File: src/rtl/core/ts_pes_payload_reassembler_core_macros.svh
// Assertion macros for the transport stream payload reassembler.
// They expect signals named clk and arst_n in the scope where they are used.
`ifndef TS_PES_PAYLOAD_REASSEMBLER_CORE_MACROS_SVH
`define TS_PES_PAYLOAD_REASSEMBLER_CORE_MACROS_SVH

// The consequent must hold in the same cycle as the antecedent.
`define TSPR_ASSERT_SAME(name, ante, cons, msg) \
	name: assert property (@(posedge clk) disable iff (!arst_n) (ante) |-> (cons)) \
		else $error(msg);

// The consequent must hold in the cycle after the antecedent.
`define TSPR_ASSERT_NEXT(name, ante, cons, msg) \
	name: assert property (@(posedge clk) disable iff (!arst_n) (ante) |=> (cons)) \
		else $error(msg);

`endif

File: src/rtl/core/tspr_pkg.sv
// Shared types and constants of the transport stream payload reassembler.
// Used by the channel interfaces, the result buffer and the top level.
`default_nettype none

package tspr_pkg;

	typedef enum logic [1:0] {
		KIND_PAYLOAD  = 2'd0,
		KIND_COMPLETE = 2'd1,
		KIND_ABANDON  = 2'd2
	} kind_t;

	typedef struct packed {
		kind_t       kind;
		logic [7:0]  payload_byte;
		logic        unit_first;
	} result_t;

	localparam int unsigned PID_W = 13;
	localparam int unsigned CC_W = 4;

	localparam logic [7:0] POS_PID_HIGH = 8'd1;
	localparam logic [7:0] POS_PID_LOW = 8'd2;
	localparam logic [7:0] POS_CONTROL = 8'd3;
	localparam logic [7:0] POS_ADAPT_LEN = 8'd4;
	localparam logic [7:0] POS_LAST = 8'd255;

	localparam logic [8:0] OFFSET_PLAIN = 9'd4;
	localparam logic [8:0] OFFSET_ADAPT = 9'd5;

endpackage

`default_nettype wire

File: src/rtl/core/tspr_channels.sv
// Valid/ready channel interfaces for the transport stream payload reassembler.
// Depends on tspr_pkg for the result kind type.
`default_nettype none

interface tspr_in_if;
	logic       valid;
	logic       ready;
	logic [7:0] data_byte;
	logic       packet_start;

	modport source (output valid, output data_byte, output packet_start, input ready);
	modport sink (input valid, input data_byte, input packet_start, output ready);
endinterface

interface tspr_out_if;
	logic                valid;
	logic                ready;
	tspr_pkg::kind_t     kind;
	logic [7:0]          payload_byte;
	logic                unit_first;

	modport source (output valid, output kind, output payload_byte, output unit_first,
		input ready);
	modport sink (input valid, input kind, input payload_byte, input unit_first,
		output ready);
endinterface

`default_nettype wire

File: src/rtl/core/tspr_out_fifo.sv
// Two-entry result buffer that decouples the parser from the output handshake.
// Depends on tspr_pkg for the result item type.
`default_nettype none

module tspr_out_fifo (
	input  wire logic              clk,
	input  wire logic              arst_n,
	input  wire logic              push,
	input  wire tspr_pkg::result_t push_data,
	output logic                   room,
	output logic                   pop_valid,
	input  wire logic              pop_ready,
	output tspr_pkg::result_t      pop_data
);

	tspr_pkg::result_t mem_q [2];
	logic       wr_ptr_q;
	logic       rd_ptr_q;
	logic [1:0] count_q;
	logic       pop;

	assign room = (count_q != 2'd2);
	assign pop_valid = (count_q != 2'd0);
	assign pop_data = mem_q[rd_ptr_q];
	assign pop = pop_valid && pop_ready;

	always_ff @(posedge clk or negedge arst_n) begin
		if (!arst_n) begin
			wr_ptr_q <= 1'b0;
			rd_ptr_q <= 1'b0;
			count_q <= 2'd0;
		end else begin
			if (push) begin
				wr_ptr_q <= ~wr_ptr_q;
			end
			if (pop) begin
				rd_ptr_q <= ~rd_ptr_q;
			end
			if (push && !pop) begin
				count_q <= count_q + 2'd1;
			end else if (pop && !push) begin
				count_q <= count_q - 2'd1;
			end
		end
	end

	always_ff @(posedge clk) begin
		if (push) begin
			mem_q[wr_ptr_q] <= push_data;
		end
	end

endmodule

`default_nettype wire

File: src/rtl/core/ts_pes_payload_reassembler_core.sv
// Path: an accepted byte is held in the input register, and its result is written into the result buffer.
// Throughput: one byte per cycle while the result buffer has room; the input register, the header and
// payload logic and the two-entry result buffer all run at one item per clock unless the output stalls.
// Reset: all parser state clears, the payload offset returns to four and the
// watched packet id returns to zero; the result buffer empties.
// Depends on tspr_pkg, tspr_channels, tspr_out_fifo and the assertion macro header.
`default_nettype none

`include "ts_pes_payload_reassembler_core_macros.svh"

module ts_pes_payload_reassembler_core #(
	parameter int unsigned PACKET_BYTES = 188
) (
	input  wire logic                        clk,
	input  wire logic                        arst_n,
	input  wire logic                        cfg_we,
	input  wire logic [tspr_pkg::PID_W-1:0]  cfg_data,
	tspr_in_if.sink                          stream,
	tspr_out_if.source                       result
);

	localparam logic [7:0] PKT_LEN8 = 8'(PACKET_BYTES);
	localparam logic [8:0] PKT_LEN9 = 9'(PACKET_BYTES);

	logic [tspr_pkg::PID_W-1:0] watch_pid_q;

	logic       s1_valid_q;
	logic [7:0] data_s1;
	logic       start_s1;

	logic [7:0]                pos_q, pos_n;
	logic                      app_q, app_n;
	logic [4:0]                pid_hi_q, pid_hi_n;
	logic                      match_q, match_n;
	logic                      start_seen_q, start_seen_n;
	logic [1:0]                afc_q, afc_n;
	logic [8:0]                off_q, off_n;
	logic [tspr_pkg::CC_W-1:0] cc_q, cc_n;
	logic                      cc_valid_q, cc_valid_n;
	logic                      first_q, first_n;

	logic                      res_v;
	tspr_pkg::result_t         res;
	logic                      room;
	logic                      adv;
	tspr_pkg::result_t         pop_data;

	logic [1:0]                afc_in;
	logic [tspr_pkg::CC_W-1:0] cc_in;
	logic [tspr_pkg::CC_W-1:0] cc_expect;
	logic [8:0]                adapt_off;

	assign adv = s1_valid_q && room;
	assign stream.ready = !s1_valid_q || room;

	always_ff @(posedge clk or negedge arst_n) begin
		if (!arst_n) begin
			watch_pid_q <= '0;
		end else if (cfg_we) begin
			watch_pid_q <= cfg_data;
		end
	end

	always_ff @(posedge clk or negedge arst_n) begin
		if (!arst_n) begin
			s1_valid_q <= 1'b0;
		end else if (stream.ready) begin
			s1_valid_q <= stream.valid;
		end
	end

	always_ff @(posedge clk) begin
		if (stream.valid && stream.ready) begin
			data_s1 <= stream.data_byte;
			start_s1 <= stream.packet_start;
		end
	end

	assign afc_in = data_s1[5:4];
	assign cc_in = data_s1[3:0];
	assign cc_expect = afc_in[0] ? (cc_q + 4'd1) : cc_q;
	assign adapt_off = 9'(data_s1) + tspr_pkg::OFFSET_ADAPT;

	always_comb begin
		pos_n = pos_q;
		app_n = app_q;
		pid_hi_n = pid_hi_q;
		match_n = match_q;
		start_seen_n = start_seen_q;
		afc_n = afc_q;
		off_n = off_q;
		cc_n = cc_q;
		cc_valid_n = cc_valid_q;
		first_n = first_q;
		res_v = 1'b0;
		res.kind = tspr_pkg::KIND_PAYLOAD;
		res.payload_byte = 8'd0;
		res.unit_first = 1'b0;

		if (start_s1) begin
			pos_n = 8'd0;
			match_n = 1'b0;
			start_seen_n = 1'b0;
			afc_n = 2'd0;
			off_n = tspr_pkg::OFFSET_PLAIN;
		end else if (pos_q != tspr_pkg::POS_LAST) begin
			pos_n = pos_q + 8'd1;
		end

		if (pos_n < PKT_LEN8) begin
			if (pos_n == tspr_pkg::POS_PID_HIGH) begin
				start_seen_n = data_s1[6];
				pid_hi_n = data_s1[4:0];
				match_n = 1'b0;
			end else if (pos_n == tspr_pkg::POS_PID_LOW) begin
				match_n = ({pid_hi_q, data_s1} == watch_pid_q);
			end else if (pos_n == tspr_pkg::POS_CONTROL) begin
				if (match_n) begin
					afc_n = afc_in;
					if (cc_valid_q && (cc_in != cc_expect) && app_q) begin
						app_n = 1'b0;
						first_n = 1'b0;
						res_v = 1'b1;
						res.kind = tspr_pkg::KIND_ABANDON;
					end
					cc_n = cc_in;
					cc_valid_n = 1'b1;
					if (!afc_in[0] || (!start_seen_n && !app_n)) begin
						match_n = 1'b0;
					end else begin
						if (start_seen_n) begin
							if (app_n && !res_v) begin
								res_v = 1'b1;
								res.kind = tspr_pkg::KIND_COMPLETE;
							end
							app_n = 1'b1;
							first_n = 1'b1;
						end
						off_n = afc_in[1] ? tspr_pkg::OFFSET_ADAPT : tspr_pkg::OFFSET_PLAIN;
					end
				end
			end else if (pos_n == tspr_pkg::POS_ADAPT_LEN && match_n && afc_n[1]) begin
				off_n = (adapt_off > PKT_LEN9) ? PKT_LEN9 : adapt_off;
			end else if (pos_n >= tspr_pkg::POS_ADAPT_LEN && match_n
					&& {1'b0, pos_n} >= off_n) begin
				res_v = 1'b1;
				res.kind = tspr_pkg::KIND_PAYLOAD;
				res.payload_byte = data_s1;
				res.unit_first = first_n;
				first_n = 1'b0;
			end
		end
	end

	always_ff @(posedge clk or negedge arst_n) begin
		if (!arst_n) begin
			pos_q <= 8'd0;
			app_q <= 1'b0;
			pid_hi_q <= 5'd0;
			match_q <= 1'b0;
			start_seen_q <= 1'b0;
			afc_q <= 2'd0;
			off_q <= tspr_pkg::OFFSET_PLAIN;
			cc_q <= '0;
			cc_valid_q <= 1'b0;
			first_q <= 1'b0;
		end else if (adv) begin
			pos_q <= pos_n;
			app_q <= app_n;
			pid_hi_q <= pid_hi_n;
			match_q <= match_n;
			start_seen_q <= start_seen_n;
			afc_q <= afc_n;
			off_q <= off_n;
			cc_q <= cc_n;
			cc_valid_q <= cc_valid_n;
			first_q <= first_n;
		end
	end

	tspr_out_fifo u_out_fifo (
		.clk       (clk),
		.arst_n    (arst_n),
		.push      (adv && res_v),
		.push_data (res),
		.room      (room),
		.pop_valid (result.valid),
		.pop_ready (result.ready),
		.pop_data  (pop_data)
	);

	assign result.kind = pop_data.kind;
	assign result.payload_byte = pop_data.payload_byte;
	assign result.unit_first = pop_data.unit_first;

	`TSPR_ASSERT_SAME(a_close_marks_abandon, adv && app_q && !app_n, res_v && res.kind == tspr_pkg::KIND_ABANDON, "unit closed without an abandon marker")
	`TSPR_ASSERT_SAME(a_first_on_payload, res_v && res.unit_first, res.kind == tspr_pkg::KIND_PAYLOAD, "unit_first set on a marker")
	`TSPR_ASSERT_SAME(a_payload_after_header, res_v && res.kind == tspr_pkg::KIND_PAYLOAD, pos_n >= tspr_pkg::POS_ADAPT_LEN && pos_n < PKT_LEN8, "payload byte emitted from the header")
	`TSPR_ASSERT_NEXT(a_first_clears, adv && res_v && res.kind == tspr_pkg::KIND_PAYLOAD, !first_q, "first flag kept after a payload byte")

endmodule

`default_nettype wire

File: src/flat_wrapper.sv
// flat-port wrapper written by rule: the top's interface ports become plain ports
module ts_pes_payload_reassembler_core_flat 
#(
	parameter int unsigned PACKET_BYTES = 188
)
  (clk, arst_n, cfg_we, cfg_data, stream_valid, stream_data_byte, stream_packet_start, stream_ready, result_valid, result_kind, result_payload_byte, result_unit_first, result_ready);
  tspr_in_if stream_i ();
  tspr_out_if result_i ();
  input  wire logic clk;
  input  wire logic arst_n;
  input  wire logic cfg_we;
  input  wire logic [tspr_pkg::PID_W-1:0] cfg_data;
  input wire logic [$bits(stream_i.valid)-1:0] stream_valid;
  input wire logic [$bits(stream_i.data_byte)-1:0] stream_data_byte;
  input wire logic [$bits(stream_i.packet_start)-1:0] stream_packet_start;
  output wire logic [$bits(stream_i.ready)-1:0] stream_ready;
  output wire logic [$bits(result_i.valid)-1:0] result_valid;
  output wire logic [$bits(result_i.kind)-1:0] result_kind;
  output wire logic [$bits(result_i.payload_byte)-1:0] result_payload_byte;
  output wire logic [$bits(result_i.unit_first)-1:0] result_unit_first;
  input wire logic [$bits(result_i.ready)-1:0] result_ready;
  assign stream_i.valid = stream_valid;
  assign stream_i.data_byte = stream_data_byte;
  assign stream_i.packet_start = stream_packet_start;
  assign stream_ready = stream_i.ready;
  assign result_valid = result_i.valid;
  assign result_kind = result_i.kind;
  assign result_payload_byte = result_i.payload_byte;
  assign result_unit_first = result_i.unit_first;
  assign result_i.ready = result_ready;
  ts_pes_payload_reassembler_core #(.PACKET_BYTES(PACKET_BYTES)) u_core (.clk(clk), .arst_n(arst_n), .cfg_we(cfg_we), .cfg_data(cfg_data), .stream(stream_i), .result(result_i));
endmodule
File: config.mk
export PLATFORM = sky130hd
export DESIGN_NAME = ts_pes_payload_reassembler_core_flat
export DESIGN_NICKNAME = d
export VERILOG_FILES = /design/src/rtl/core/tspr_pkg.sv /design/src/rtl/core/tspr_channels.sv /design/src/rtl/core/tspr_out_fifo.sv /design/src/rtl/core/ts_pes_payload_reassembler_core.sv /design/src/flat_wrapper.sv
export VERILOG_INCLUDE_DIRS = /design/src /design/src/rtl/core
export SDC_FILE = /design/constraint.sdc
export NUM_CORES = 1
export LEC_CHECK = 0
export BUFFER_PORTS_ARGS = -buffer_cell sky130_fd_sc_hd__buf_4
export CAP_MARGIN = 10
export CORE_AREA = 2 2 99 111
export DETAILED_ROUTE_END_ITERATION = 8
export DIE_AREA = 0 0 101 113
export GPL_TIMING_DRIVEN = 1
export PLACE_DENSITY = 0.7
export SLEW_MARGIN = 20
export SYNTH_ARGS = -nofsm -noshare
export SYNTH_HDL_FRONTEND = slang
export SYNTH_SLANG_ARGS = --single-unit
export TNS_END_PERCENT = 5
File: constraint.sdc
create_clock -name clk -period 4.8 [get_ports clk]
set_clock_uncertainty 0.2 [all_clocks]
set_input_delay 0.96 -clock clk [delete_from_list [all_inputs] [get_ports clk]]
set_output_delay 0.96 -clock clk [all_outputs]
set_load 0.03 [all_outputs]
==> results.md, run 1 <==
- The number of flops mapped to enable cells by yosys is 31.
- The largest driver fanout on the critical path is 14.
- The final HPWL from detailed placement is 6560 um.
- The first global-routing pass estimated 15700 um of wire.
- After synthesis, flip-flops and latches occupy 48.0% of the total area.
- After synthesis, the most frequently instantiated cells are 49 x sky130_fd_sc_hd__dfrtp_1, 36 x sky130_fd_sc_hd__nand2_1, 34 x sky130_fd_sc_hd__mux2_2, 31 x sky130_fd_sc_hd__edfxtp_1, 19 x sky130_fd_sc_hd__xnor2_1.
- The maximum clock insertion buffer count is 2.
- The clock sink count is 81.
- For this design, the slowest cell found on the critical path is sky130_fd_sc_hd__dfrtp_1.
- The type of the worst setup path is reg2reg.
- Synthesis produced a netlist whose cell count is 415.
- The initial antenna violation count is 0.
- The floorplan has 39 rows.
- For this design the ratio of total power to cell area is 476 nW/um^2.
- After the last flow step, the layout net total stands at 482.
- The clock edge transition at the registers on the reported setup and hold paths is 0.07 ns.
- During placement, the flow inserted port buffers numbering 39.
- In this run the biggest area consumer among cell types represents 27.0% of the synthesized area.
- Max-cap violations in this run came to 0.
- The total CTS buffers is 9.
- Setup violations remaining at the end of the flow were counted as 0.
- The total number of vias is 3261.
- The worst pin sits at a relative slew slack of 35.6%.
- The initial core utilization is 44.4%.
- The maximum VDD drop is 217 uV.
- Setup repair after global routing left no endpoint under its margin.
- After detailed routing, the average wire length per cell comes to 16.6 um.
- The area of all placed cells without fillers is 5240 um^2.
- The data required time of the critical path is 4.58 ns.
- The worst setup timing slack at the placement stage is 0.552 ns.
- The signal on the critical path passes through ha_1 -> and3_4 -> a211oi_2 -> or3_1 -> inv_2 -> ha_1 -> nand3_1 -> o21ai_0 -> a211o_1 -> o2111ai_1 -> a211oi_2 -> and2_1.
- Across all setup checks in the final design, the least slack found is 0.510 ns.
- Clock latency on the worst-skew pair, taken at its later pin, is 0.34 ns.
- sky130_fd_sc_hd__dfrtp_1 is the most common cell in the netlist.
- The synthesis warning total is 0.
- The number of setup buffers added after CTS is 0.
- For the pin with the worst max-slew slack, the measured transition is 0.960 ns.
- For this design the top-level I/O count stands at 40.
- The floorplan step defined a core boundary enclosing 10200 um^2.
- The final critical-path required period is 4.29 ns.
- The hold buffer count at CTS is 0.
- The startpoint type of the worst setup path is a flip-flop.
- The number of filler instances in the final layout is 897.
- The top flip-flop cell by instance count after synthesis is sky130_fd_sc_hd__dfrtp_1.
- In this run, post-CTS repair resized a total of 0 instances.
- When the netlist entered floorplanning its net count stood at 454.
- Sorting the synthesized cells by area gives the leading types as sky130_fd_sc_hd__dfrtp_1 27%, sky130_fd_sc_hd__edfxtp_1 20%, sky130_fd_sc_hd__mux2_2 8.4%.
- The capturing element type of the critical path is a flip-flop.
- The die is 113 um tall.
- The arrival time at the worst endpoint is 4.07 ns.
- Summed over all cells, the static leakage comes to 2.17 nW.
- For this run, the slowest stage of the critical path takes 0.60 ns.
- Summing every instance area after synthesis gives 4550 um^2.
- Based on the critical path, the design can be clocked at up to 0.233 GHz.
- Registers take 2180 um^2.
- The fraction of final layout cells with drive strength greater than 1 is 24.3%.
- In this run the cell area measured after placement is 4880 um^2.
- The fraction of synthesis flops using an asynchronous set or reset pin is 61.7%.
- The power after layout is 2.49 mW.
- The area occupied by multi-input gates is 2200 um^2.
- Global routing finished with a remaining overflow of 0.
- The overall die width is 101 um.
- In this run, distinct cell masters in the synthesized netlist total 70.
- CTS built an H-tree with a depth of 3.
- The total negative slack for setup checks is 0 ns.
- The routed via count divided by cell count is 5.71.
- The final hold slack is 0.282 ns.
- The average instance in the mapped netlist occupies 11.0 um^2.
- The first-iteration detailed-routing DRC count is 192.
- In this run the remaining antenna-violating nets after routing total 0.
- The synthesized design contains 81 register bits.
- Entering global routing, the biggest net connects 51 pins.
- The buffer cell driving the clock tree root is sky130_fd_sc_hd__clkbuf_16.
- The final-report max-slew violation count came to 0.
- The count of unresolved DRC violations after routing is 0.
- Routability-driven placement finished with a final weighted congestion of 0.914.
- The total iterations of the first detailed-routing run is 5.
- The TritonCTS clock tree is built.
- The signed area change from the synthesized netlist to the final layout is 15.1%.
- The worst min-delay path category is reg2reg.
- The flow ran to the end, and the final reports show no timing, DRC or antenna violations.
- The die covers 11400 um^2.
- The number of global-route vias before repair came to 3187.
- The diode insertion count for antenna repair is 0.
- The routed design has 9480 um of wire.
- The total routing usage reported by global routing is 17.6%.
- The final hold violation count is 0.
- Of all cell types, the one taking the most synthesized area is sky130_fd_sc_hd__dfrtp_1.
- In the finished design, the share of the clock period the worst path needs comes to 89.4%.
-- sequential cells by signal, indices dropped and copies added, names as in the netlist, 2 cells and up --
| signal | count |
|---|---|
| u_core.off_q | 9 |
| u_core.watch_pid_q | 13 |
| u_core.data_s1 | 8 |
| u_core.u_out_fifo.count_q | 2 |
| u_core.pos_q | 8 |
| u_core.pid_hi_q | 5 |
| u_core.u_out_fifo.mem_q | 22 |
| u_core.cc_q | 4 |
-- metrics by stage --
| stage | util (%) | cells |
|---|---|---|
| global route | 51.1 | 571 |
| floorplan | - | 415 |
| CTS | 51.1 | 571 |
| detailed placement | 47.7 | 555 |
| finish | 51.1 | 571 |
| global placement | 47.7 | 555 |
-- worst max-delay path, delay by kind of cell, from the launching register on --
kind            cells  cell delay, ns
fa+ha+maj           2            0.57
simple gates        4            1.35
buf+inv             1            0.12
flops               1            0.60
compound gates      5            1.08
-- routing by layer --
layer  up-vias  track usage, %  wire (um)  part of all wire [%]
met1      1570            24.1       4380                    46
met5         -               0          0                     0
met4         0            5.86        168                   1.8
met3        20            3.46        443                   4.7
li1       1578               -          -                     -
met2        93            28.3       4490                    47
-- cell type report --
| class | instances | area share, % |
|---|---|---|
| multi-input combinational | 299 | 42.0 |
| tap | 123 | 2.94 |
| timing repair buffer | 41 | 5.88 |
| sequential | 81 | 41.7 |
| clock buffer | 10 | 4.78 |
| inverter | 11 | 0.789 |
| clock inverter | 6 | 1.91 |
-- final timing paths --
path,to,slack [ns],depth (start not counted),start
max in group asynchronous,u_core.s1_valid_q,3.51,1,arst_n
setup / recovery,u_core.u_out_fifo.mem_q[1][4],0.51,12,u_core.pos_q[0]
min in group asynchronous,u_core.watch_pid_q[3],0.45,1,arst_n
hold reg to reg,u_core.off_q[2],0.28,2,u_core.off_q[2]
setup reg to reg,u_core.u_out_fifo.mem_q[1][4],0.51,12,u_core.pos_q[0]
hold / removal,u_core.off_q[2],0.28,2,u_core.off_q[2]
-- where the power goes --
group	total, mW	switching [mW]	internal (mW)
combinational	0.714	0.384	0.330
clock	0.804	0.306	0.499
sequential	0.974	0.152	0.822
-- cell families after synthesis --
family,count (synthesis),share of synthesized area [%]
and+or+nand+nor,139,17.3
AOI/OAI and AO/OA,81,12.9
DFF,81,48.0
buffers and inverters,35,3.63
muxes,35,8.64
xor gates and xnor gates,32,6.16
adders and majority gates,12,3.30
-- placed cells by master, fill, tap and decap left out, types with 6 or more instances in the layout --
cell                        Yosys  layout
sky130_fd_sc_hd__dfrtp_1       49      49
sky130_fd_sc_hd__buf_4          2      41
sky130_fd_sc_hd__nand2_1       36      36
sky130_fd_sc_hd__mux2_2        34      34
sky130_fd_sc_hd__edfxtp_1      31      31
sky130_fd_sc_hd__xnor2_1       19      19
sky130_fd_sc_hd__o21ai_0       15      15
sky130_fd_sc_hd__and2_1        15      15
sky130_fd_sc_hd__nor2_1        14      14
sky130_fd_sc_hd__a21oi_1       14      14
sky130_fd_sc_hd__xor2_1        13      13
sky130_fd_sc_hd__nand2b_1      12      12
sky130_fd_sc_hd__ha_1          12      12
sky130_fd_sc_hd__inv_1         10      10
sky130_fd_sc_hd__clkbuf_16      0      10
sky130_fd_sc_hd__nor3_1         8       8
sky130_fd_sc_hd__nand4_1        7       7
sky130_fd_sc_hd__nand3b_1       7       7
sky130_fd_sc_hd__nand3_1        6       6
sky130_fd_sc_hd__nor2b_1        6       6
No activity file was read; power rests on OpenSTA's default activity.
==> inputs of run 2 (changes only) <==
- PLACE_DENSITY: 0.7 -> 0.72
==> run 2 against run 1 <==
  * Combinational power about the same
  * Critical endpoint is now u_core.u_out_fifo.mem_q[1][10]
  * Largest power group unchanged
  * Fmax decreased by 1.4%
  * Setup slack got worse by 0.059 ns
  * Flip-flop and latch count unchanged
  * First-iteration DRC count increased by 27%
==> results.md, run 2 (synthesis results as in run 1) <==
- The leakage dissipation is 2.16 nW.
- TritonCTS built the clock tree.
- For this run, the post-layout net count is 483.
- For the final routed database, the setup TNS stands at 0 ns.
- The die covers 11400 um^2.
- For this design the ratio of total power to cell area is 464 nW/um^2.
- The initial antenna violation count is 0.
- The area of the core is 10200 um^2.
- The total iterations of the first detailed-routing run is 7.
- Global routing used 17.3% of the available tracks.
- The final-report max-slew violation count is 0.
- In this run the register-to-register setup slack is 0.45 ns.
- In this run, the number of DRC markers left after iteration 0 of detailed routing was 243.
- In the layout the commonest cells are 49 x sky130_fd_sc_hd__dfrtp_1, 42 x sky130_fd_sc_hd__buf_4, 36 x sky130_fd_sc_hd__nand2_1.
- Summing all placed instances gives a cell area of 4890 um^2.
- The hold buffer count at CTS is 0.
- After detailed routing, the total wire length is 9190 um.
- The data required time of the critical path is 4.57 ns.
- Power comes to 2.42 mW.
- Leaving out fill and tap cells, the most frequent cell in the layout is sky130_fd_sc_hd__dfrtp_1.
- The number of global-route vias before repair is 3175.
- The cell sitting at the root of the clock tree is a sky130_fd_sc_hd__clkbuf_16.
- The routed layout has 3255 vias.
- The initial core utilization is 44.4%.
- The worst-case IR drop observed on VDD is 244 uV.
- The number of gates given a new drive strength after cts is 0.
- Setup repair after global routing left no endpoint under its margin.
- After layout, the worst path uses 90.6% of the clock period.
- Setup violations remaining at the end of the flow were counted as 0.
- The routed via count divided by cell count is 5.69.
- The signed area change from the synthesized netlist to the final layout is 14.8%.
- The startpoint type of the worst setup path is a flip-flop.
- Counting every sink on the clock net gives 81.
- Static timing analysis puts the maximum clock frequency at 0.230 GHz.
- 40 I/O pins were placed.
- The worst setup path is of the reg2reg kind.
- The congestion estimate from routability-driven global placement came to 0.874.
- The average wire per cell in the routed design is 16.1 um.
- The total CTS buffers is 9.
- The final critical-path required period is 4.35 ns.
- The global-route wire length before repair is 15400 um.
- The register with the most flip-flops in the layout has 22 of them.
- The relative slew slack is 38.1%.
- Once the clock tree was built, the setup fixing pass inserted 0 buffers.
- The capturing element type of the critical path is a flip-flop.
- The largest driver fanout on the critical path is 14.
- The clock insertion delay at the later pin of the skew report is 0.34 ns.
- Entering global routing, the biggest net connects 51 pins.
- The clock passes through at most 2 buffers.
- The count of unresolved DRC violations after routing is 0.
- u_core.u_out_fifo.mem_q holds more flip-flops than any other register.
- The wire-length estimate of the detail-placed layout is 6540 um.
- The arrival time at the worst endpoint is 4.12 ns.
- The final hold violation count is 0.
- The number of routed nets with antenna violations is 0.
- The count of input and output buffers is 39.
- The clock edge transition at the registers on the reported setup and hold paths is 0.07 ns.
- The clock tree synthesis step divided the H-tree into 3 levels.
- Across the run, the number of max-cap violations was 0.
- Summed over all layers, the global routing overflow is 0.
- The largest registers in the layout are u_core.u_out_fifo.mem_q x22, u_core.watch_pid_q x13, u_core.off_q x9.
- The flow ran to the end, and the final reports show no timing, DRC or antenna violations.
- The number of antenna diodes in the final layout is 0.
- At the pin with the least slew margin, the transition time is 0.922 ns.
- The height of the die is 113 um.
- The floorplan has 39 rows.
- The overall die width is 101 um.
- The min-delay analysis places its worst path in the category reg2reg.
- After routing the design area is 5220 um^2.
- The fraction of final layout cells with drive strength greater than 1 is 24.5%.
==> run 2: area by class of cell <==
cell class / instances / area [um^2]
repair buffers: 42 / 315
flip-flops and latches: 81 / 2180
fillers: 895 / 5030
clock inverters: 6 / 76.3
clock buffers: 10 / 250
well taps: 123 / 154
multi-input cells: 299 / 2200
inverters: 11 / 41.3
==> run 2: worst max-delay path: stages, from the launching register on <==
cell	delay (ns)
sky130_fd_sc_hd__dfrtp_1	0.60
sky130_fd_sc_hd__ha_1	0.41
sky130_fd_sc_hd__and3_4	0.30
sky130_fd_sc_hd__a211oi_2	0.08
sky130_fd_sc_hd__or3_1	0.46
sky130_fd_sc_hd__inv_2	0.12
sky130_fd_sc_hd__ha_1	0.16
sky130_fd_sc_hd__nand3_1	0.07
sky130_fd_sc_hd__o21ai_0	0.27
sky130_fd_sc_hd__a211o_1	0.17
sky130_fd_sc_hd__o2111ai_1	0.25
sky130_fd_sc_hd__a211oi_2	0.38
sky130_fd_sc_hd__and2_1	0.50
==> run 2: routing by layer <==
| metal | track usage, % | vias up | wire length (um) |
|---|---|---|---|
| met5 | 0 | - | 0 |
| met4 | 6.67 | 0 | 136 |
| met3 | 3.40 | 10 | 440 |
| met2 | 28.0 | 93 | 4540 |
| met1 | 22.9 | 1570 | 4070 |
| li1 | - | 1582 | - |
==> run 2: final timing paths <==
kind | from | endpoint | cells after the start
max in group asynchronous | arst_n | u_core.watch_pid_q[11] | 1
min in group asynchronous | arst_n | u_core.pos_q[0] | 1
max | u_core.pos_q[0] | u_core.u_out_fifo.mem_q[1][10] | 12
min reg2reg | u_core.off_q[2] | u_core.off_q[2] | 2
max reg2reg | u_core.pos_q[0] | u_core.u_out_fifo.mem_q[1][10] | 12
min | u_core.off_q[2] | u_core.off_q[2] | 2
==> run 2: stage by stage <==
stage | setup WS [ns] | cells | hold WS (ns) | util, %
2_1_floorplan | 0.990 | 415 | 0.239 | -
3_3_place_gp | 0.700 | 556 | 0.258 | 47.7
3_5_place_dp | 0.502 | 556 | 0.254 | 47.7
4_1_cts | 0.462 | 572 | 0.266 | 50.9
5_1_grt | 0.138 | 572 | 0.308 | 50.9
6_report | 0.450 | 572 | 0.262 | 50.9
==> run 2: power by group <==
group / total, mW / internal [mW] / switching, mW
logic: 0.714 / 0.332 / 0.383
registers: 0.969 / 0.822 / 0.147
clock network: 0.740 / 0.445 / 0.296
==> inputs of run 3 (changes only) <==
- SKIP_LAST_GASP: unset -> 1
- clock period: 4.8 -> 4.1 ns (I/O delays scaled with it)
==> run 3 against run 2 <==
  * Setup slack worse by 0.14 ns
  * Clock power is 18% higher
  * Count of clock-buffer cells in the layout stayed put
  * Combinational power is 25% higher
  * Global-route usage is 0.28 points higher
  * Utilization is 0.38 points higher
  * Hold slack better by 0.0060 ns
  * Cell area is 0.74% higher
  * First-iteration DRC count is 9.1% lower
  * Die area stayed put
  * Fmax is 15% higher
  * Routed wire length is 3.4% higher
  * Critical endpoint is now u_core.u_out_fifo.count_q[1]
  * Largest cell class unchanged
  * Largest power group unchanged
  * Highest routed layer unchanged
==> results.md, run 3 (synthesis results as in run 1) <==
- The flow ran to the end, and the final reports show no timing, DRC or antenna violations.
- The critical path in this run is classified as reg2reg.
- The share of total power consumed by net switching is 34.4%.
- The tightest min-delay check is of the reg2reg type.
- Measured along the y axis, the die boundary spans 113 um.
- The routed layout has 3340 vias.
- The initial antenna violation count is 0.
- The number of cells on the worst hold path is 2.
- The diode insertion count for antenna repair is 0.
- Setup violations remaining at the end of the flow were counted as 0.
- Traced cell by cell, the critical path runs through and4_4 -> nand2_1 -> a211oi_1 -> ha_1 -> a21o_1 -> a31oi_1 -> o21ai_0 -> o21a_1 -> o2111ai_1 -> a211oi_2 -> ha_1 -> xor2_1 -> nor2_1 -> xor2_1.
- The final hold violation count was 0.
- The count of placed standard cells including taps is 561.
- The final-report max-slew violation count is 0.
- The origin of the critical flop-to-flop path is u_core.pos_q[4].
- Dividing the detail-routed via count by the number of cells gives 5.79.
- For the pin with the worst max-slew slack, the measured transition is 0.651 ns.
- In this run the most critical hold path is launched from u_core.off_q[2].
- The largest single stage delay on the critical path is 0.53 ns.
- The instance area after placement is 4930 um^2.
- The endpoint of the worst-slack reg-to-reg timing path is u_core.u_out_fifo.count_q[1].
- The number of top-level pins is 40.
- The first global-routing pass estimated 15800 um of wire.
- The initial core utilization is 44.4%.
- Setup repair after global routing left no endpoint under its margin.
- In the layout the commonest cells are 49 x sky130_fd_sc_hd__dfrtp_1, 47 x sky130_fd_sc_hd__buf_4, 36 x sky130_fd_sc_hd__nand2_1.
- In the final layout, the registers with the most flip-flops are u_core.u_out_fifo.mem_q x22, u_core.watch_pid_q x13, u_core.off_q x9.
- The routability congestion estimate from global placement is 0.886.
- Entering global routing, the biggest net connects 51 pins.
- Cells fill 51.3% of the core in the end.
- The largest driver fanout on the critical path is 12.
- The register with the most flip-flops in the layout has 22 of them.
- Setup total negative slack on the finished layout was measured at 0 ns.
- The pre-antenna-repair detailed-routing pass consisted of 5 iterations.
- For this run, the post-layout net count is 488.
- The register-to-register setup slack is 0.31 ns.
- The area of the core is 10200 um^2.
- The final critical-path required period is 3.79 ns.
- The end point of the most critical hold path is u_core.off_q[2].
- The capturing element type of the critical path is a flip-flop.
- Setup slack closes at 0.312 ns.
- For this design, the slowest cell found on the critical path is sky130_fd_sc_hd__dfrtp_1.
- The clock edge transition at the registers on the reported setup and hold paths is 0.06 ns.
- The cell family with the largest share of critical-path delay is compound AO/OA/AOI/OAI gates.
- Combinational logic is responsible for 31.1% of the overall power.
- Once the clock tree was built, the resizer swapped 0 gates to a different size.
- The analysis attributes to cell leakage a power of 2.19 nW.
- The tool flagged a number of max-cap violations equal to 0.
- The area growth from synthesis to layout is 15.6%.
- Data arrives at the worst endpoint at 3.85 ns.
- The number of routed nets with antenna violations is 0.
- The H-tree depth reported by CTS is 3.
- The first-iteration detailed-routing DRC count is 221.
- The proportion of power drawn by the clock network is 30.3%.
- The fraction of final layout cells with drive strength greater than 1 is 25.3%.
- For this run, the top clock speed supported by timing is 0.264 GHz.
- The die footprint is 11400 um^2.
- Together, buffers and inverters on the worst path number 0.
- The TritonCTS clock tree is built.
- The overall die width is 101 um.
- The number of filler instances in the final layout is 878.
- Dividing total power by cell area gives a power density of 547 nW/um^2.
- The sequential cell fraction of total power is 38.6%.
- The largest register by flop count is u_core.u_out_fifo.mem_q.
- The cell sitting at the root of the clock tree is a sky130_fd_sc_hd__clkbuf_16.
- The maximum clock insertion buffer count is 2.
- The number of global-route vias before repair came to 3326.
- Input and output buffers added on the ports amount to 39.
- STA puts the critical path data required time at 4.16 ns.
- For the worst flop-to-flop path, the logic depth is 14.
- Dividing the detail-routed wire length by the instance count gives 16.5 um.
- The relative slew slack is 56.6%.
- In this run the power spent charging and discharging nets is 0.988 mW.
- Once the clock tree was built, the setup fixing pass inserted 0 buffers.
- The global-route congestion overflow total is 0.
- The finished layout holds 577 standard cells, fillers aside.
- Wires add up to 9500 um.
- Once layout is done, the placed cells without fillers occupy 5260 um^2.
- The portion of the clock cycle consumed by the worst path in the final layout is 92.4%.
- Clock tree synthesis inserted a total of 9 buffers.
- The most common library cell in the layout ignoring fill and taps is sky130_fd_sc_hd__dfrtp_1.
- The hold buffer count at CTS is 0.
- At the placement stage, the worst setup path has a slack of 0.364 ns.
- The power after layout is 2.87 mW.
- The count of unresolved DRC violations after routing is 0.
- Global routing used 17.5% of the available tracks across all layers.
- Summed over all nets, the half-perimeter wirelength after detailed placement is 6770 um.
- The internal cell power is 1.89 mW.
- The number of placement rows is 39.
- The startpoint type of the worst setup path is a flip-flop.
- The clock sink count is 81.
- The critical path runs through a total of 14 cells.
- The clock insertion delay at the later pin of the skew report is 0.34 ns.
- IR analysis of the VDD net gives a maximum drop of 286 uV.
- The final hold slack is 0.268 ns.
[run 3: routing by layer]
layer	wire [um]	vias to the layer above	share of wire, %	global-route usage (%)
met5	0	-	0	0
met4	288	0	3.0	8.38
met3	413	24	4.3	2.84
met2	4630	107	49	29.5
met1	4170	1623	44	22.0
li1	-	1586	-	-
[run 3: area by class of cell]
type | count | area (um^2) | area share (%)
clock buffer | 10 | 250 | 4.76
tap | 123 | 154 | 2.93
sequential | 81 | 2180 | 41.5
clock inverter | 6 | 77.6 | 1.48
inverter | 11 | 41.3 | 0.785
multi-input combinational | 299 | 2200 | 41.8
timing repair buffer | 47 | 353 | 6.71
[run 3: worst max path at each step]
stage	endpoint	slack [ns]	from
final	u_core.u_out_fifo.count_q[1]	0.31	u_core.pos_q[4]
after global placement	u_core.u_out_fifo.count_q[1]	0.41	u_core.pos_q[0]
after CTS	u_core.u_out_fifo.count_q[1]	0.34	u_core.pos_q[1]
after floorplan	u_core.u_out_fifo.mem_q[0][0]	0.29	u_core.pos_q[0]
after global routing	u_core.u_out_fifo.count_q[1]	0.02	u_core.pos_q[0]
after detailed placement	u_core.u_out_fifo.count_q[1]	0.36	u_core.pos_q[1]
[run 3: power by group through the flow]
stage	clock [mW]	sequential, mW	combinational, mW
after floorplan	0	1.05	0.719
after global placement	0	1.12	0.865
after detailed placement	0	1.12	0.887
after CTS	0.881	1.11	0.892
after global routing	0.924	1.13	0.977
final	0.872	1.11	0.894
[run 3: worst register-to-register path, stage by stage (launching register included)]
cell	delay, ns
sky130_fd_sc_hd__dfrtp_1	0.53
sky130_fd_sc_hd__and4_4	0.32
sky130_fd_sc_hd__nand2_1	0.07
sky130_fd_sc_hd__a211oi_1	0.45
sky130_fd_sc_hd__ha_1	0.33
sky130_fd_sc_hd__a21o_1	0.16
sky130_fd_sc_hd__a31oi_1	0.14
sky130_fd_sc_hd__o21ai_0	0.14
sky130_fd_sc_hd__o21a_1	0.19
sky130_fd_sc_hd__o2111ai_1	0.35
sky130_fd_sc_hd__a211oi_2	0.18
sky130_fd_sc_hd__ha_1	0.25
sky130_fd_sc_hd__xor2_1	0.14
sky130_fd_sc_hd__nor2_1	0.11
sky130_fd_sc_hd__xor2_1	0.16
